### src/design/gbh_pkg.sv
// Shared types and constants for the grid binning height average block.
// Used by gbh_divider, gbh_cell_mem and grid_binning_height_average_unit.
// No dependencies.
package gbh_pkg;

   // item kinds
   localparam logic [1:0] KIND_ADD   = 2'd0;
   localparam logic [1:0] KIND_READ  = 2'd1;
   localparam logic [1:0] KIND_CLEAR = 2'd2;

   // configuration register indexes
   localparam logic [2:0] CSR_MIN_X   = 3'd0;
   localparam logic [2:0] CSR_MAX_X   = 3'd1;
   localparam logic [2:0] CSR_MIN_Y   = 3'd2;
   localparam logic [2:0] CSR_MAX_Y   = 3'd3;
   localparam logic [2:0] CSR_MIN_Z   = 3'd4;
   localparam logic [2:0] CSR_MAX_Z   = 3'd5;
   localparam logic [2:0] CSR_COLUMNS = 3'd6;
   localparam logic [2:0] CSR_ROWS    = 3'd7;

   // axis being binned
   localparam logic [1:0] AXIS_X = 2'd0;
   localparam logic [1:0] AXIS_Y = 2'd1;
   localparam logic [1:0] AXIS_Z = 2'd2;

   // shared divider geometry: numerator/denominator, 16 quotient bits
   localparam int DIV_NUM_W = 48;
   localparam int DIV_DEN_W = 32;
   localparam int DIV_Q_W   = 16;
   localparam int DIV_CNT_W = $clog2(DIV_Q_W + 1);

   typedef struct packed {
      logic                 start;
      logic [DIV_NUM_W-1:0] numer;
      logic [DIV_DEN_W-1:0] denom;
   } div_req_type;

   typedef struct packed {
      logic               busy;
      logic               done;
      logic [DIV_Q_W-1:0] quot;
   } div_rsp_type;

endpackage

### src/design/gbh_divider.sv
// Iterative restoring divider, one quotient bit per cycle.
// Requires numer[47:16] < denom, so the quotient fits 16 bits.
// Depends on gbh_pkg.
module gbh_divider (
   input  logic                clock,
   input  logic                reset,
   input  gbh_pkg::div_req_type req,
   output gbh_pkg::div_rsp_type rsp
);
   import gbh_pkg::*;

   logic [DIV_DEN_W-1:0] rem_ff, rem_in;
   logic [DIV_DEN_W-1:0] den_ff, den_in;
   logic [DIV_Q_W-1:0]   shr_ff, shr_in;
   logic [DIV_CNT_W-1:0] step_ff, step_in;
   logic                 busy_ff, busy_in;
   logic                 done_ff, done_in;
   logic [DIV_DEN_W:0]   trial;
   logic [DIV_DEN_W:0]   diff;
   logic                 fits;

   // one trial subtract per cycle
   always_comb begin
      trial = {rem_ff, shr_ff[DIV_Q_W-1]};
      diff  = trial - {1'b0, den_ff};
      fits  = trial >= {1'b0, den_ff};
   end

   always_comb begin
      rem_in  = rem_ff;
      den_in  = den_ff;
      shr_in  = shr_ff;
      step_in = step_ff;
      busy_in = busy_ff;
      done_in = 1'b0;
      if (req.start) begin
         rem_in  = req.numer[DIV_NUM_W-1:DIV_Q_W];
         shr_in  = req.numer[DIV_Q_W-1:0];
         den_in  = req.denom;
         step_in = DIV_CNT_W'(DIV_Q_W);
         busy_in = 1'b1;
      end else if (busy_ff) begin
         // low bits of the shift register fill with quotient bits
         rem_in  = fits ? diff[DIV_DEN_W-1:0] : trial[DIV_DEN_W-1:0];
         shr_in  = {shr_ff[DIV_Q_W-2:0], fits};
         step_in = step_ff - DIV_CNT_W'(1);
         if (step_ff == DIV_CNT_W'(1)) begin
            busy_in = 1'b0;
            done_in = 1'b1;
         end
      end
   end

   always_ff @(posedge clock) begin
      if (reset) begin
         busy_ff <= 1'b0;
         done_ff <= 1'b0;
         step_ff <= '0;
      end else begin
         busy_ff <= busy_in;
         done_ff <= done_in;
         step_ff <= step_in;
      end
      rem_ff <= rem_in;
      den_ff <= den_in;
      shr_ff <= shr_in;
   end

   assign rsp.busy = busy_ff;
   assign rsp.done = done_ff;
   assign rsp.quot = shr_ff;

endmodule

### config.mk
export PLATFORM = sky130hd
export DESIGN_NAME = gbh_divider
export DESIGN_NICKNAME = d
export VERILOG_FILES = /design/src/design/gbh_pkg.sv /design/src/design/gbh_divider.sv
export SDC_FILE = /design/constraint.sdc
export NUM_CORES = 1
export LEC_CHECK = 0
export BUFFER_PORTS_ARGS = -buffer_cell sky130_fd_sc_hd__buf_4
export CAP_MARGIN = 10
export CORE_MARGIN = 4
export CORE_UTILIZATION = 31
export DETAILED_ROUTE_END_ITERATION = 10
export PLACE_DENSITY = 0.56
export SETUP_SLACK_MARGIN = 0.02
export SYNTH_ARGS = -nofsm -noshare
export SYNTH_HDL_FRONTEND = slang
export SYNTH_SLANG_ARGS = --single-unit
### constraint.sdc
create_clock -name clock -period 4 [get_ports clock]
set_input_delay 0.4 -clock clock [delete_from_list [all_inputs] [get_ports clock]]
set_output_delay 0.4 -clock clock [all_outputs]
set_load 0.05 [all_outputs]
=== Word-level counts from Yosys, hierarchy flattened ===
Index checks and enable logic that the tools add are counted.

* Add/sub/neg operators: 2
* Reduce and logical (&&, ||, !) cells: 3
* Muxes and demuxes: 11
* Magnitude comparators: 1
* Equal/unequal tests: 1
* Bitwise logic cells: 1

{| class="wikitable"
|+ Operator list
! cell !! number
|-
| 32-bit two-way mux || 3
|-
| 33-bit by 32-bit >= comparator with 1-bit output || 1
|-
| 16-bit two-way mux || 2
|-
| 32-bit subtractor || 1
|-
| 5-bit two-way mux || 2
|-
| 5-bit by 1-bit equality test with 1-bit output, second input constant || 1
|-
| 5-bit by 1-bit subtractor with 5-bit output, second input constant || 1
|-
| 1-bit two-way mux || 4
|-
| 3-bit OR reduction || 1
|-
| 2-bit nonzero test || 1
|-
| 2-bit OR reduction || 1
|-
| 1-bit inverter || 1
|}

* Flip-flop bits (word level): 87
* Word-level logic and storage cells: 26
* Output and inout port bits: 18

=== Longest topological paths before layout ===
Gate-level depths: netlist (run 1).

* Word-level depth: 4
* Depth in mapped cells: 14
* Depth with buffers taken out: 14

=== Worst setup path after synthesis (run 1) ===
Ideal clock, no wire load.

* Kind: reg-to-reg
* Start: register shr_ff[15]
* End: register rem_ff[24], data pin
* Arrival: 3.153 ns
* Data required time: 3.725 ns
* Slack: 0.572 ns
* Library setup time: 0.275 ns
* Cell stages (with the launch flop): 15
* Path through: edfxtp_1 > inv_1 > ha_1 > inv_1 > fa_1 > a211oi_1 > o21bai_1 > a21oi_2 > o221ai_2 > a221oi_2 > a31oi_1 > a21o_1 > a21oi_1 > xor2_1 > o311ai_1

* Cells in the longest elaborated chain, start to end: 4
* Elaborated cells on any way between the ends: 5
* Those cells by class: add/sub (1); order compare (1); mux (3)

{| class="wikitable"
|+ RTL lines
! item !! line !! RTL
|-
| start, declared || gbh_divider.sv:14 || <nowiki>logic [DIV_Q_W-1:0] shr_ff, shr_in;</nowiki>
|-
| start signal, assigned || gbh_divider.sv:66 || <nowiki>shr_ff <= shr_in;</nowiki>
|-
| 32-bit subtractor or 33-bit by 32-bit >= comparator with 1-bit output (tied branches) || gbh_divider.sv:25, gbh_divider.sv:26 ||
|-
| 32-bit two-way mux * || gbh_divider.sv:44 || <nowiki>rem_in = fits ? diff[DIV_DEN_W-1:0] : trial[DIV_DEN_W-1:0];</nowiki>
|-
| 32-bit two-way mux * || gbh_divider.sv:42 || <nowiki>end else if (busy_ff) begin</nowiki>
|-
| 32-bit two-way mux * || gbh_divider.sv:36 || <nowiki>if (req.start) begin</nowiki>
|-
| named net rem_in[24] || gbh_divider.sv:12 || <nowiki>logic [DIV_DEN_W-1:0] rem_ff, rem_in;</nowiki>
|-
| end signal, assigned || gbh_divider.sv:64 || <nowiki>rem_ff <= rem_in;</nowiki>
|-
| end, declared || gbh_divider.sv:12 ||
|}

The timed path passes the listed nets; every way through them passes the cells marked *. The select of a mux whose other input is x is not followed.
A chain may end at the register's enable or synchronous reset.

=== Final worst setup path (run 1) ===
Same ends and word-level chain as after synthesis.

==> impl_metrics.json, run 1 <==
{
  "outcome": "finished clean",
  "cts_buffer_depth": 2,
  "cts_tree": "built",
  "synth_top_area_share_pct": 43.9,
  "clk_pin_slew_ps": 70,
  "synth_nets": 630,
  "relSlewSlack_pct": 44.6,
  "core_um2": 17300,
  "rows": 48,
  "via_count": 4109,
  "start_util_pct": 31.6,
  "drtPass1Iterations": 5,
  "setup_viol": 0,
  "cp.arrival_ps": 3610,
  "finClkSkew_ps": 12.6,
  "layout-drive-gt1-share_pct": 25.4,
  "wirelength_um": 12600,
  "io_buffers": 100,
  "grt_pass1_wl_um": 20700,
  "grt_pass1_vias": 4245,
  "synth_top_area_cell": "edfxtp_1",
  "cts_resized": 0,
  "antenna_found_initial": 0,
  "slowest_stage": "fa_1",
  "place.gp.congestion": 0.841,
  "setup_ws_ps": 452,
  "grt.overflow.total": 0,
  "hpwl_um": 9280,
  "finalInstanceArea_um2": 6710,
  "start_kind": "flop",
  "h-tree-depth": 3,
  "cts_setup_buffers": 0,
  "ctsHoldBuffers": 0,
  "worst_ep_required_time_ps": 4070,
  "crit_top_cell": "inv_1",
  "power_density_nw_per_um2": 544,
  "yosysWarningCount": 0,
  "area_delta_synth_final_pct": 22.5,
  "cts.sinks": 87,
  "route.detailed.drc": 0,
  "finalWorstPathRequiredPeriod_ps": 3550,
  "combinationalPowerShare_pct": 43.1,
  "synth.distinct_cells": 58,
  "ys_seq_elements": 87,
  "wl_per_cell_um": 15.2,
  "cts_made_buffers": 9,
  "holdCritPathClass": "primary input to flop",
  "crit_cells": 14,
  "dieArea_um2": 19800,
  "whs_path_depth": 1,
  "critPathMaxFanout": 4,
  "final_hold_viol_count": 0,
  "ys_seq_area_share_pct": 46.4,
  "multi_input_area_um2": 2660,
  "end_kind": "flop",
  "cp_cell_sequence": "inv_1, ha_1, inv_1, fa_1, a211oi_1, o21bai_1, a21oi_2, o221ai_2, a221oi_2, a31oi_1, a21o_1, a21oi_1, xor2_1, o311ai_1",
  "syn_inst": 512,
  "synth-edff-count": 80,
  "root_buffer": "clkbuf_16",
  "cap_violations": 0,
  "seq_area_um2": 2540,
  "cpPeakStageDelay_ps": 430,
  "synth_area_leaders": "edfxtp_1 (44%), ha_1 (7.8%), mux2_2 (3.3%), nand2_1 (3.2%), nand3b_1 (3.0%)",
  "fmaxAchievable_ghz": 0.282,
  "leakagePower_nw": 2.80,
  "cp_top_family": "compound AO/OA/AOI/OAI gates",
  "avgSynthCellArea_um2": 10.7,
  "nets": 720,
  "drt_iter0_drc": 238,
  "viasPerCell": 4.94,
  "crit_buf_inv": 2,
  "n_antenna_cell": 0,
  "fillerInstances": 1773,
  "netlist_area_um2": 5470,
  "fin_util_pct": 38.8,
  "internal_power_mw": 2.29,
  "clk-insertion-delay-late_ps": 350,
  "clkPwrFrac_pct": 21.8,
  "ios": 101,
  "die_h_um": 141,
  "fin_setup_tns_ps": 0,
  "worstMarginPinSlew_ps": 831,
  "post-route-period-util_pct": 88.7,
  "critical_path_class": "flop to flop",
  "async_flop_share_pct": 0,
  "final_cell_mix": "buf_4 (105), edfxtp_1 (80), nand2_1 (47)",
  "ant_nets": 0,
  "seqPwrFrac_pct": 35.1,
  "finalPower_mw": 3.65,
  "die_w_um": 141,
  "peakVddDrop_uv": 280,
  "synth_flop_cell": "edfxtp_1",
  "grt_max_degree": 81,
  "switchingPower_mw": 1.35,
  "dp_slack_ps": 458,
  "rr_worst_depth": 14,
  "placed_area_um2": 6430,
  "final_common_cell": "buf_4",
  "track_usage_pct": 12.8,
  "rsz0062_at_grt": "no",
  "drv_slew": 0,
  "netSwitchingFraction_pct": 37.1
}
final timing paths:
kind | endpoint | start | slack [ps]
worst min register to register | step_ff[1] | step_ff[1] | 520
worst max register to register | rem_ff[24] | shr_ff[15] | 450
worst max-delay path | rem_ff[24] | shr_ff[15] | 450
worst min-delay path | den_ff[26] | req[26] | 220
cell usage after synthesis (4+ instances only):
library cell	n
edfxtp_1	80
nand2_1	47
inv_1	43
ha_1	34
a21oi_1	30
nand3b_1	22
nor2_1	22
a21o_1	20
clkbuf_1	19
o311ai_1	18
xor2_1	18
mux2_2	16
o21ai_0	16
xnor2_1	12
nor3_1	9
o21bai_1	9
dfxtp_1	7
nor2b_1	7
mux2i_1	6
nand3_1	6
o21a_1	5
o31a_1	4
power by group through the flow:
stage          Combinational [mW]  Sequential, mW  Clock (mW)
2_1_floorplan                1.16            1.33           0
6_report                     1.57            1.28       0.795
3_5_place_dp                 1.57            1.30           0
4_1_cts                      1.58            1.28       0.826
5_1_grt                      1.75            1.30       0.854
3_3_place_gp                 1.56            1.29           0
flip-flops by register name, indices dropped and copies added, names as in the netlist:
signal and flops:
step_ff 5, rem_ff 32, shr_ff 16, den_ff 32
done_ff 1, busy_ff 1
cell families (layout without fill, tap and decap cells):
group,count (synthesis),count (layout),share of synthesized area [%]
AOI/OAI and AO/OA,140,140,19.2
and+or+nand+nor,129,129,12.0
DFF,87,87,46.4
buffers and inverters,69,164,5.01
adders and majority gates,35,35,8.14
xor gates and xnor gates,30,30,4.80
muxes,22,22,4.39
final cells by class:
class	instances	share of cell area [%]
clock buffer	10	3.41
timing repair buffer	105	11.8
sequential	87	37.9
tap	225	4.20
multi-input combinational	356	39.6
inverter	43	2.41
clock inverter	6	0.672
per-layer routing:
metal	wire length, µm	vias up	global-route usage (%)	share of wire, %
li1	-	2073	-	-
met1	5910	1931	17.0	47
met2	5680	95	19.8	45
met3	855	10	4.44	6.8
met4	161	0	3.67	1.3
met5	0	-	0	0
stage by stage:
stage               hold WS (ps)  instances
global route                 206        832
finish                       221        832
global placement             484        816
CTS                          202        832
floorplan                    469        512
detailed placement           520        816
(Power assumes the default switching activity.)
==> run 2, diff against run 1 <==
--- a/config.mk
+++ b/config.mk
@@ -7,6 +7,7 @@
 export LEC_CHECK = 0
 export BUFFER_PORTS_ARGS = -buffer_cell sky130_fd_sc_hd__buf_4
 export CAP_MARGIN = 10
+export CORE_ASPECT_RATIO = 1.2
 export CORE_MARGIN = 4
 export CORE_UTILIZATION = 31
 export DETAILED_ROUTE_END_ITERATION = 10
==> run 2 against run 1 <==
  * Wire length is 0.77% higher
  * Design area rose by 0.58%
  * Flip-flop and latch count unchanged
  * Clock power is 9.2% higher
  * Die area about the same
  * Largest power group unchanged
  * Cell count fell by 0.84%
  * Combinational power barely moved
  * Register-to-register slack gained 30 ps
  * Clock-buffer cell count grew 1
  * Sequential power about the same
==> impl_metrics.json, run 2 (same netlist as run 1, synthesis figures left out) <==
{
  "relSlewSlack_pct": 43.2,
  "root_buffer": "clkbuf_16",
  "slowest_stage": "fa_1",
  "finalPower_mw": 3.73,
  "nets": 722,
  "antenna_found_initial": 0,
  "rows": 52,
  "finalWorstPathRequiredPeriod_ps": 3510,
  "clk-insertion-delay-late_ps": 350,
  "switchingPower_mw": 1.36,
  "cap_violations": 0,
  "drt_iter0_drc": 199,
  "worst_ep_required_time_ps": 4150,
  "cts_made_buffers": 9,
  "cts_setup_buffers": 0,
  "holdCritPathClass": "primary input to flop",
  "h-tree-depth": 3,
  "seqPwrFrac_pct": 34.3,
  "stdcell_count": 825,
  "wirelength_um": 12700,
  "core_um2": 17100,
  "route.detailed.drc": 0,
  "crit_top_cell": "inv_1",
  "grt_max_degree": 74,
  "fin_util_pct": 39.4,
  "finClkSkew_ps": 9.67,
  "die_h_um": 154,
  "cts_resized": 0,
  "setup_ws_ps": 485,
  "outcome": "finished clean",
  "area_delta_synth_final_pct": 23.2,
  "drv_slew": 0,
  "setup_viol": 0,
  "track_usage_pct": 13.2,
  "internal_power_mw": 2.37,
  "hpwl_um": 9490,
  "critPathMaxFanout": 4,
  "peakVddDrop_uv": 242,
  "via_count": 4166,
  "grt.overflow.total": 0,
  "final_hold_viol_count": 0,
  "final_cell_mix": "buf_4 (107), edfxtp_1 (80), nand2_1 (47)",
  "finalInstanceArea_um2": 6740,
  "leakagePower_nw": 2.82,
  "cp.arrival_ps": 3660,
  "grt_pass1_vias": 4355,
  "clkPwrFrac_pct": 23.3,
  "largestRegisters": "den_ff (32), rem_ff (32), shr_ff (16)",
  "viasPerCell": 5.05,
  "ant_nets": 0,
  "ios": 101,
  "post-route-period-util_pct": 87.9,
  "cp_cell_sequence": "inv_1, ha_1, inv_1, fa_1, a211oi_1, o21bai_1, a21oi_2, o221ai_2, a221oi_2, a31oi_1, a21o_1, a21oi_1, xor2_1, o311ai_1",
  "power_density_nw_per_um2": 553,
  "start_util_pct": 32.0,
  "n_antenna_cell": 0,
  "cpPeakStageDelay_ps": 410,
  "cts_tree": "built",
  "io_buffers": 100,
  "grt_pass1_wl_um": 21000,
  "placed_area_um2": 6430,
  "worstMarginPinSlew_ps": 852,
  "fin_setup_tns_ps": 0,
  "drtPass1Iterations": 4,
  "wl_per_cell_um": 15.4,
  "die_w_um": 129,
  "rsz0062_at_grt": "no",
  "final_common_cell": "buf_4",
  "whs_ps": 219,
  "layout-drive-gt1-share_pct": 25.8,
  "dp_cells": 809,
  "whs_path_depth": 1,
  "critical_path_class": "flop to flop",
  "start_kind": "flop",
  "place.gp.congestion": 0.848,
  "end_kind": "flop",
  "clk_pin_slew_ps": 70,
  "rr_worst_depth": 14,
  "combinationalPowerShare_pct": 42.4,
  "netSwitchingFraction_pct": 36.4,
  "dieArea_um2": 19900,
  "fmaxAchievable_ghz": 0.285,
  "ctsHoldBuffers": 0,
  "cts.sinks": 87,
  "dp_slack_ps": 503,
  "cts_buffer_depth": 2
}
run 2: power by group through the flow:
stage	clock [mW]	combinational (mW)	sequential, mW
finish	0.868	1.58	1.28
global route	0.932	1.76	1.30
CTS	0.898	1.59	1.28
detailed placement	0	1.58	1.29
global placement	0	1.57	1.29
floorplan	0	1.16	1.33
run 2: per-layer routing:
metal | up-vias | share of wire [%] | GRT usage [%]
met5 | - | 0 | 0
met4 | 0 | 2.0 | 5.45
met3 | 14 | 6.3 | 3.68
met2 | 88 | 49 | 21.7
met1 | 1975 | 43 | 16.3
li1 | 2089 | - | -
run 2: final cells by class:
type | instances | area (µm²)
Clock buffer | 11 | 275
Fill cell | 1672 | 10400
Inverter | 43 | 161
Sequential cell | 87 | 2540
Multi-Input combinational cell | 356 | 2660
Tap cell | 216 | 270
Clock inverter | 5 | 33.8
Timing Repair Buffer | 107 | 803
run 2: worst max-delay path, delay by kind of cell (launching register included):
| kind | cells | cell delay, ps |
|---|---|---|
| adder cells (fa/ha/maj) | 2 | 570 |
| AO/OA/AOI/OAI | 9 | 2130 |
| XOR/XNOR | 1 | 80 |
| flip-flops | 1 | 380 |
| buffers and inverters | 2 | 130 |
run 2: worst paths after layout:
| path | to | slack (ps) | from |
|---|---|---|---|
| worst max-delay path | rem_ff[24] | 490 | shr_ff[15] |
| worst min-delay path | den_ff[2] | 220 | req[2] |
| worst max register to register | rem_ff[24] | 490 | shr_ff[15] |
| worst min register to register | step_ff[1] | 510 | step_ff[1] |
